[config.mk]
export PLATFORM = sky130hd
export DESIGN_NAME = fvdsp_ctrl
export DESIGN_NICKNAME = d
export VERILOG_FILES = /design/src/design/fvdsp_pkg.sv /design/src/design/fvdsp_ctrl.sv
export SDC_FILE = /design/constraint.sdc
export NUM_CORES = 1
export LEC_CHECK = 0
export BUFFER_PORTS_ARGS = -buffer_cell sky130_fd_sc_hd__buf_2
export CORE_MARGIN = 2
export CORE_UTILIZATION = 31
export CTS_BUF_LIST = sky130_fd_sc_hd__clkbuf_8
export CTS_CLUSTER_SIZE = 40
export DETAILED_ROUTE_END_ITERATION = 8
export GPL_TIMING_DRIVEN = 1
export PLACE_DENSITY = 0.53
export SYNTH_ARGS = -nofsm -noshare
export SYNTH_HDL_FRONTEND = slang
export SYNTH_SLANG_ARGS = --single-unit
[constraint.sdc]
create_clock -name clock -period 5.7 [get_ports clock]
set_clock_uncertainty 0.2 [all_clocks]
set_input_delay 0.285 -clock clock [delete_from_list [all_inputs] [get_ports clock]]
set_output_delay 0.285 -clock clock [all_outputs]
set_load 0.02 [all_outputs]
[src/design/fvdsp_pkg.sv]
// ============================================================================
// Four-voice sample player package
// Shared constants, codes, word types and helper functions.
// ============================================================================
`default_nettype none

package fvdsp_pkg;

   localparam int VOICES     = 4;
   localparam int VOICE_W    = $clog2(VOICES);
   localparam logic [VOICE_W-1:0] VOICE_LAST = VOICE_W'(VOICES - 1);
   localparam int MEM_BYTES  = 65536;
   localparam int MEM_AW     = $clog2(MEM_BYTES);
   localparam int BANK_DEPTH = MEM_BYTES / 2;
   localparam int BANK_AW    = MEM_AW - 1;
   localparam int PTR_W      = 21;
   localparam int DATA_W     = 16;
   localparam int VOL_W      = 7;
   localparam int SAMPLE_W   = 14;
   localparam logic [VOL_W-1:0] VOL_MAX = 7'd64;

   localparam logic [2:0] OP_REG_WRITE  = 3'd0;
   localparam logic [2:0] OP_REG_READ   = 3'd1;
   localparam logic [2:0] OP_SET_DMA    = 3'd2;
   localparam logic [2:0] OP_SET_ATTACH = 3'd3;
   localparam logic [2:0] OP_TICK       = 3'd4;
   localparam logic [2:0] OP_MEM_WRITE  = 3'd5;

   localparam logic [2:0] REG_PTR_HIGH = 3'd0;
   localparam logic [2:0] REG_PTR_LOW  = 3'd1;
   localparam logic [2:0] REG_LENGTH   = 3'd2;
   localparam logic [2:0] REG_PERIOD   = 3'd3;
   localparam logic [2:0] REG_VOLUME   = 3'd4;
   localparam logic [2:0] REG_DATA     = 3'd5;

   typedef enum logic [2:0] {
      MODE_IDLE   = 3'd0,
      MODE_READY  = 3'd1,
      MODE_HIGH   = 3'd2,
      MODE_LOW    = 3'd3,
      MODE_MREADY = 3'd4,
      MODE_MHIGH  = 3'd5,
      MODE_MLOW   = 3'd6
   } mode_type;

   typedef enum logic [2:0] {
      ST_CLEAR,
      ST_IDLE,
      ST_OP,
      ST_VOICE_READ,
      ST_VOICE_UPDATE,
      ST_MIX,
      ST_DONE
   } ctrl_state_type;

   typedef struct packed {
      logic [2:0]  op;
      logic [1:0]  channel;
      logic [2:0]  reg_index;
      logic [15:0] value;
      logic        dma_master;
      logic [3:0]  dma_voice_mask;
      logic [3:0]  volume_attach;
      logic [3:0]  period_attach;
      logic [19:0] mem_address;
      logic [7:0]  mem_byte;
   } req_type;

   typedef struct packed {
      logic [15:0]        read_data;
      logic signed [15:0] left_out;
      logic signed [15:0] right_out;
      logic               sample_valid;
      logic [3:0]         irq_flags;
      logic [3:0]         voices_active;
   } rsp_type;

   typedef struct packed {
      logic               clear;
      logic               accept;
      logic               exec;
      logic               voice_up;
      logic               mix;
      logic               out_load;
      logic [VOICE_W-1:0] voice;
      logic [BANK_AW-1:0] clear_addr;
   } cmd_type;

   typedef struct packed {
      logic is_tick;
      logic step_due;
   } status_type;

   function automatic logic [VOL_W-1:0] clamp_vol(input logic [DATA_W-1:0] v);
      logic [VOL_W-1:0] low;
      low = v[VOL_W-1:0];
      return (low > VOL_MAX) ? VOL_MAX : low;
   endfunction

   function automatic logic [SAMPLE_W-1:0] scale_sample(input logic [7:0] b,
                                                         input logic [VOL_W-1:0] vol);
      logic signed [15:0] p;
      p = $signed(b) * $signed({1'b0, vol});
      return p[SAMPLE_W-1:0];
   endfunction

endpackage

`default_nettype wire

[src/design/fvdsp_ctrl.sv]
// ============================================================================
// Four-voice sample player controller
// Sequences memory clear, operation decode, per-voice steps and result hand-off.
// ============================================================================
`default_nettype none

module fvdsp_ctrl (
   input  logic                   clock,
   input  logic                   reset,
   input  logic                   req_valid,
   output logic                   req_stall,
   output logic                   rsp_valid,
   input  logic                   rsp_stall,
   input  fvdsp_pkg::status_type  status,
   output fvdsp_pkg::cmd_type     cmd
);
   import fvdsp_pkg::*;

   ctrl_state_type     state_ff, state_in;
   logic [VOICE_W-1:0] voice_ff, voice_in;
   logic [BANK_AW-1:0] clear_ff, clear_in;
   logic               rsp_valid_ff, rsp_valid_in;

   always_comb begin
      state_in       = state_ff;
      voice_in       = voice_ff;
      clear_in       = clear_ff;
      cmd            = '0;
      cmd.voice      = voice_ff;
      cmd.clear_addr = clear_ff;
      req_stall      = 1'b1;
      rsp_valid_in   = rsp_valid_ff && rsp_stall;
      case (state_ff)
         ST_CLEAR: begin
            cmd.clear = 1'b1;
            clear_in  = clear_ff + 1'b1;
            if (clear_ff == BANK_AW'(BANK_DEPTH - 1)) state_in = ST_IDLE;
         end
         ST_IDLE: begin
            req_stall = 1'b0;
            if (req_valid) begin
               cmd.accept = 1'b1;
               state_in   = ST_OP;
            end
         end
         ST_OP: begin
            cmd.exec = 1'b1;
            voice_in = '0;
            if (status.is_tick && status.step_due) state_in = ST_VOICE_READ;
            else state_in = ST_DONE;
         end
         ST_VOICE_READ: begin
            state_in = ST_VOICE_UPDATE;
         end
         ST_VOICE_UPDATE: begin
            cmd.voice_up = 1'b1;
            if (voice_ff == VOICE_LAST) begin
               state_in = ST_MIX;
            end else begin
               voice_in = voice_ff + 1'b1;
               state_in = ST_VOICE_READ;
            end
         end
         ST_MIX: begin
            cmd.mix  = 1'b1;
            state_in = ST_DONE;
         end
         ST_DONE: begin
            if (!rsp_valid_ff || !rsp_stall) begin
               cmd.out_load = 1'b1;
               rsp_valid_in = 1'b1;
               state_in     = ST_IDLE;
            end
         end
         default: begin
            state_in = ST_IDLE;
         end
      endcase
   end

   assign rsp_valid = rsp_valid_ff;

   always_ff @(posedge clock) begin
      if (reset) begin
         state_ff     <= ST_CLEAR;
         voice_ff     <= '0;
         clear_ff     <= '0;
         rsp_valid_ff <= 1'b0;
      end else begin
         state_ff     <= state_in;
         voice_ff     <= voice_in;
         clear_ff     <= clear_in;
         rsp_valid_ff <= rsp_valid_in;
      end
   end

endmodule

`default_nettype wire

# ---- Yosys cells after proc, flatten, opt, wreduce, memory -nomap -nowiden
# Cells that the tools add are included.
dict set report totals {
  ff_bits 21
  latchBits 0
  ram_bits 0
  mem_bits_ro 0
  inputBits 6
  output_inout_bits 25
  wordCells 46
  mem_count 0
}
dict set report op_classes {
  n_addsub 2
  mul 0
  div 0
  n_lt_le_gt_ge 0
  eq_ne 12
  n_shift 0
  n_mux 19
  n_bitwise 0
  reduce_logical 9
}
# cell count
set ops {}
lappend ops {{case mux 3 bit (7 select lines)} 1}
lappend ops {{adder 15 x 1 -> 15 bit (second input constant)} 1}
lappend ops {{equality test 15 bit (second input constant)} 1}
lappend ops {{2-to-1 mux 3 bit} 5}
lappend ops {{2-to-1 mux 1 bit} 11}
lappend ops {{equality test 3 bit (second input constant)} 3}
lappend ops {{!= test 2 bit (second input constant)} 4}
lappend ops {{equality test 3 x 2 -> 1 bit (second input constant)} 2}
lappend ops {{case mux 2 bit (2 select lines)} 1}
lappend ops {{equality test 3 x 1 -> 1 bit (second input constant)} 1}
lappend ops {{zero test 3 bit} 1}
lappend ops {{AND reduction 3 bit} 1}
lappend ops {{adder 2 x 1 -> 2 bit (second input constant)} 1}
lappend ops {{equality test 2 bit (second input constant)} 1}
lappend ops {{logical AND 1 bit} 2}
lappend ops {{zero test 1 bit} 2}
lappend ops {{2-to-1 mux 2 bit} 1}
lappend ops {{AND reduction 2 bit} 1}
lappend ops {{nonzero test 2 bit} 1}
lappend ops {{logical OR 1 bit} 1}

# ---- Depth between registers and ports, before layout
# Gate-level depths: netlist (run 1).
dict set report logic_depth {
  ltp_word 4
  depth_mapped 6
  depth_no_buf 5
}

# ---- Least setup slack after synthesis (run 1)
# OpenSTA, ideal clock, no wires.
dict set report synth_timing {
  path_type {register to output}
  from {reg state_ff[0]}
  to {out cmd[21] (netlist bit)}
  arrival_time_ns 1.435
  required_ns 5.215
  path_slack_ns 3.780
  path_stages_with_launch 4
  path_buffers 1
  path_cell_list {dfxtp_1 -> clkbuf_1 -> or3b_2 -> nor2_1}
}
# element line_no
set synth_rtl {}
lappend synth_rtl {{from (decl)} fvdsp_ctrl.sv:19} ;# ctrl_state_type state_ff, state_in;
lappend synth_rtl {{from (signal assigned)} fvdsp_ctrl.sv:90} ;# state_ff <= state_in;
lappend synth_rtl {{to (decl)} fvdsp_ctrl.sv:15} ;# output fvdsp_pkg::cmd_type cmd

# ---- Final worst setup path (run 1)
dict set report layout_timing {
  from {reg state_ff[1]}
  to {reg clear_ff[13]}
}
dict set report layout_between {
  elab_chain_len 1
}
# element line_no
set layout_rtl {}
lappend layout_rtl {{zero test 3 bit} fvdsp_ctrl.sv:33} ;# case (state_ff)
lappend layout_rtl {{to (signal assigned)} fvdsp_ctrl.sv:92} ;# clear_ff <= clear_in;
lappend layout_rtl {{to (decl)} fvdsp_ctrl.sv:21} ;# logic [BANK_AW-1:0] clear_ff, clear_in;
# No other way between the ends.
# A chain may end at the register's enable or synchronous reset.

==> results of run 1 <==
layer usage:
metal,up-vias,global-route usage
met5,-,0
met4,0,0.0667
met1,428,0.168
met2,22,0.185
li1,500,-
met3,5,0.0270
sequential cells by signal (all words and copies together), names as in the netlist:
name / count
voice_ff: 2
clear_ff: 15
rsp_valid: 1
state_ff: 3
kinds of logic after synthesis:
family,count (synthesis),share of synthesized area
buffers and inverters,10,0.0419
muxes,3,0.0303
adders and majority gates,2,0.0233
AOI/OAI and AO/OA,17,0.104
xor gates and xnor gates,9,0.0733
DFF,21,0.391
and+or+nand+nor,65,0.336
worst paths after layout:
path                start            to
max           state_ff[1]  clear_ff[13]
min             rsp_stall     rsp_valid
max reg2reg   state_ff[1]  clear_ff[13]
min reg2reg  clear_ff[14]  clear_ff[14]
layout by cell type (no fill, tap or decap), types with 2 or more instances in the layout:
cell,count
mux2_1,2
nand4_1,4
dfxtp_1,21
buf_2,30
ha_1,2
xnor2_1,7
o21a_1,2
and3_1,2
nor2_1,20
nor4_1,4
nor3_2,2
nand3b_1,2
inv_1,5
nor3_1,3
nand2_1,10
clkbuf_8,3
or3_1,2
nor2b_1,3
a21oi_1,6
nor3b_1,2
xor2_1,2
nand3_1,2
final cells by class:
| cell class | instances | area, sq um | area share |
|---|---|---|---|
| Tap cell | 46 | 57.6 | 0.0444 |
| Clock buffer | 3 | 41.3 | 0.0318 |
| Clock inverter | 1 | 3.75 | 0.00289 |
| Inverter | 4 | 15.0 | 0.0116 |
| Multi-Input combinational cell | 96 | 609 | 0.470 |
| Timing Repair Buffer | 30 | 150 | 0.116 |
| Sequential cell | 21 | 420 | 0.324 |
power groups by stage:
stage / clock network (uW) / logic [uW] / registers, uW
detailed placement: 0 / 13.9 / 154
global placement: 0 / 13.8 / 154
CTS: 101 / 13.9 / 151
finish: 97.2 / 13.5 / 151
global route: 109 / 15.4 / 151
floorplan: 0 / 6.37 / 156
tightest hold or removal path: stages:
cell and delay, ns:
buf_2 0.11, nand2_1 0.12, a21oi_1 0.08
per-stage QoR:
stage / hold WS [ns] / util / area [sq um] / total power [uW] / cells
6_report: 0.171 / 0.389 / 1300 / 261 / 201
4_1_cts: 0.164 / 0.389 / 1300 / 266 / 201
5_1_grt: 0.176 / 0.389 / 1300 / 276 / 201
3_3_place_gp: 0.290 / 0.375 / 1250 / 168 / 197
3_5_place_dp: 0.298 / 0.375 / 1250 / 168 / 197
2_1_floorplan: 0.290 / - / 1070 / 162 / 127
==> summary.txt, run 1 <==
Core region area - 3340 sq um
Seq pwr share - 0.577
Post-synthesis cell area - 1070 sq um
TritonCTS Sinks - 21
DR WL/cell - 11.4 um
Buf/Inv on CP - 0
H-tree levels - 1
Top cells by area, synth - dfxtp_1 39%, nor2_1 7.0%, xnor2_1 5.7%
Most frequent cell after synthesis - dfxtp_1
RSZ-0062 raised after global routing - false
Critical-path cell list - or3_4 > nor4_2 > and4_1 > mux2_1
Int Pwr - 201 uW
Setup TNS - 0 ns
WL met1 - 1190 um
Vias/cell - 4.75
Pleak - 0.000539 uW
Crit path capture type - flip-flop
FF-to-FF path depth - 4
Arr. time, crit path - 2.13 ns
Net Sw Frac - 0.230
Mapped Cells - 127
Logic pwr share - 0.052
Detailed Route Iter0 Violations - 12
Post-synth EDFFs - 0
Pwr Density - 202 nW/um^2
Worst skew pair latency - 0.26 ns
Sequential share of the synthesized area - 0.391
Met3 wire length - 92 um
Fin crit share - 0.382
Detailed Route WL - 2300 um
Bufs on Longest Clock Path - 2
Slowest CP cell - or3_4
Maximum single-stage delay on the critical path - 0.51 ns
Clock Pin Slew Worst Setup and Hold Paths - 0.08 ns
Post-synthesis cell type count - 42
FMAX - 460 MHz
Worst-Margin Slew - 0.485 ns
DIE AREA - 3950 sq um
Initial antenna violation count - 0
CTS tree - done
GP Congestion - 0.795
Met2 wire len - 966 um
Syn avg cell area - 8.46 sq um
Io pins - 31
Routed Antenna Nets - 0
Layout net count - 164
CTS Buf Count - 3
Sw power - 60.1 uW
Cts hold-fix bufs - 0
Vias in the first global route - 885
Post-route setup slack - 3.53 ns
Via count - 955
WP data required - 5.66 ns
Initial core utilization - 0.322
Area leader, netlist - dfxtp_1
Post-synth top cells - 21 x dfxtp_1, 20 x nor2_1, 10 x nand2_1
Clk root buf - clkbuf_8
Min-Delay Path Depth - 3
Die width - 62.9 um
Setup CP Type - reg -> reg
MaxCap Viol Count - 0
# rows - 21
Final setup viols - 0
Crit path time final - 2.17 ns
Synthesis warning total - 0
Fraction of layout cells with a size suffix above 1 - 0.258
Cell family with most CP delay - simple AND/OR/NAND/NOR gates
Global-route wire length before repair - 4000 um
Synthesized Nets - 135
ANT cells - 0
Post-synthesis register bit count - 21
Max_slew headroom - 0.672
Maximum vdd drop - 68.7 uV
Type of the worst min-delay path - in -> reg
Status - completed
Power share of the clock group - 0.372
Final hold vios - 0
Drt first pass iters - 4
Synth-to-layout area growth - 20.7%
Largest net degree at the start of global routing - 25
Postcts setup bufs - 0
CTS resizes - 0
Top_reg_cell synth - dfxtp_1
Highest Signal Layer - met4
GRT Total Usage - 0.125
Residual DRC - 0
Flop2flop setup slack - 3.53 ns
Fill count - 366
Synth top area share - 0.391
Port bufs - 30
Worst Path Max Fanout - 13
Critical Path Start Type - flip-flop
DP Wirelength - 1640 um
Total congestion overflow - 0
Height of the chip - 62.9 um
CP Depth - 4
Dpl ws - 3.52 ns
Max Slew Vio Count - 0
Async set-reset flop share out of synthesis - 0
(Power assumes the default switching activity.)
==> run 2, diff against run 1 <==
clock period = 2.2 ns   (was 5.7 ns; I/O delays follow)
==> summary.txt, run 2 (synthesized netlist as in run 1, its figures left out) <==
Worst-Margin Slew - 0.479 ns (-0.00601 ns)
CTS Buf Count - 3 (unchanged)
WP data required - 2.15 ns (-3.51 ns)
Port bufs - 30 (unchanged)
MaxCap Viol Count - 0 (unchanged)
DIE AREA - 3950 sq um (unchanged)
Max_slew headroom - 0.676 (+0.00406)
Maximum single-stage delay on the critical path - 0.47 ns (-0.04 ns)
Clk root buf - clkbuf_8
Largest net degree at the start of global routing - 25 (unchanged)
Vias/cell - 4.75 (about the same)
Drt first pass iters - 4 (unchanged)
# rows - 21 (unchanged)
Synth-to-layout area growth - 23.9%
Global-route wire length before repair - 3700 um (-7.6%)
Io pins - 31 (unchanged)
Type of the worst min-delay path - in -> reg
Pwr Density - 510 nW/um^2 (+150%)
Layout net count - 168 (+2.4%)
Cell family with most CP delay - simple AND/OR/NAND/NOR gates
RSZ-0062 raised after global routing - false
Crit path time final - 2.05 ns (-0.121 ns)
Critical-path cell list - or3_4 > nor4_2 > and4_1 > mux2_1
Failing checks - hold timing
Placed instance area - 1270 sq um (+1.8%)
Initial antenna violation count - 0 (unchanged)
Largest reg by FF count - clear_ff
Cts hold-fix bufs - 1 (+1)
Height of the chip - 62.9 um (unchanged)
Routed Antenna Nets - 0 (unchanged)
FMAX - 487 MHz (+5.9%)
Bufs on Longest Clock Path - 2 (unchanged)
Buf/Inv on CP - 0 (unchanged)
Clock Pin Slew Worst Setup and Hold Paths - 0.08 ns (about the same)
Initial core utilization - 0.322 (unchanged)
Setup CP Type - reg -> reg
Total congestion overflow - 0 (unchanged)
Fraction of layout cells with a size suffix above 1 - 0.277 (+0.0187)
Postcts setup bufs - 0 (unchanged)
Worst skew pair latency - 0.26 ns (about the same)
Max FFs per register - 15 (unchanged)
Detailed Route Iter0 Violations - 27 (+15)
GP Congestion - 0.777 (-2.2%)
Die width - 62.9 um (unchanged)
Residual DRC - 0 (unchanged)
ANT cells - 0 (unchanged)
Via count - 974 (+2.0%)
Status - finished with violations
Setup TNS - 0 ns (unchanged)
Critical Path Start Type - flip-flop
TritonCTS Sinks - 21 (unchanged)
H-tree levels - 1 (unchanged)
Hold slack - -0.00226 ns (-0.173 ns)
Fin area - 1330 sq um (+2.6%)
Fin crit share - 0.933 (+0.552)
Pleak - 0.000558 uW (+3.6%)
Detailed Route WL - 2250 um (-2.2%)
DP Wirelength - 1640 um (+0.30%)
DR WL/cell - 11.0 um (-4.1%)
CTS tree - done
Max Slew Vio Count - 0 (unchanged)
Vias in the first global route - 827 (-6.6%)
Most common cell after layout, fill and taps aside - buf_2
Final setup viols - 0 (unchanged)
Most frequent cells in the layout - 30 x buf_2, 21 x dfxtp_1, 20 x nor2_1, 10 x nand2_1, 7 x xnor2_1
Largest regs - clear_ff: 15 flops, state_ff: 3 flops, voice_ff: 2 flops
GRT Total Usage - 0.116 (-0.00890)
CTS resizes - 0 (unchanged)
Core region area - 3340 sq um (unchanged)
Slowest CP cell - or3_4
Final hold vios - 1 (+1)
Maximum vdd drop - 297 uV (+330%)
Worst Path Max Fanout - 13 (unchanged)
Arr. time, crit path - 2.01 ns (-0.12 ns)
Crit path capture type - flip-flop
run 2: final cells by class:
cell class | count | area (sq um)
Clock buffer | 3 | 41.3
Tap cell | 46 | 57.6
Clock inverter | 1 | 5.00
Timing Repair Buffer | 34 | 183
Inverter | 4 | 15.0
Sequential cell | 21 | 420
Fill cell | 362 | 2010
Multi-Input combinational cell | 96 | 609
run 2: worst min-delay path, stage by stage:
cell and delay, ns:
buf_2 0.07, nand3b_1 0.08, nor2_1 0.10, nor3_1 0.05
run 2: path summary, 6_finish.rpt:
kind                     start            to  slack, ns  depth (start not counted)
setup / recovery   state_ff[1]  clear_ff[13]       0.15                          4
hold / removal       status[0]   state_ff[2]     -0.002                          4
hold reg to reg   clear_ff[14]  clear_ff[14]       0.31                          2
setup reg to reg   state_ff[1]  clear_ff[13]       0.15                          4
run 2: metrics by stage:
stage	cells	power (uW)	setup slack [ns]	hold slack (ns)	utilization
after floorplan	127	421	0.303	0.115	-
after global placement	200	435	0.231	0.252	0.382
after detailed placement	200	435	0.159	0.256	0.382
after CTS	205	691	0.148	0.000256	0.399
after global routing	205	706	0.0286	0.0448	0.399
final	205	679	0.146	-0.00226	0.399
run 2: where the power goes:
part	internal, uW	switching, uW	total, uW
Combinational	14.2	23.1	37.3
Clock	126	125	251
Sequential	384	6.49	391
run 2: metal layers:
layer  share of wire  vias up  GRT usage
met5               0        -          0
met4           0.012        0     0.0417
met3           0.045        2     0.0342
met2            0.43       22      0.176
met1            0.51      436      0.155
li1                -      514          -
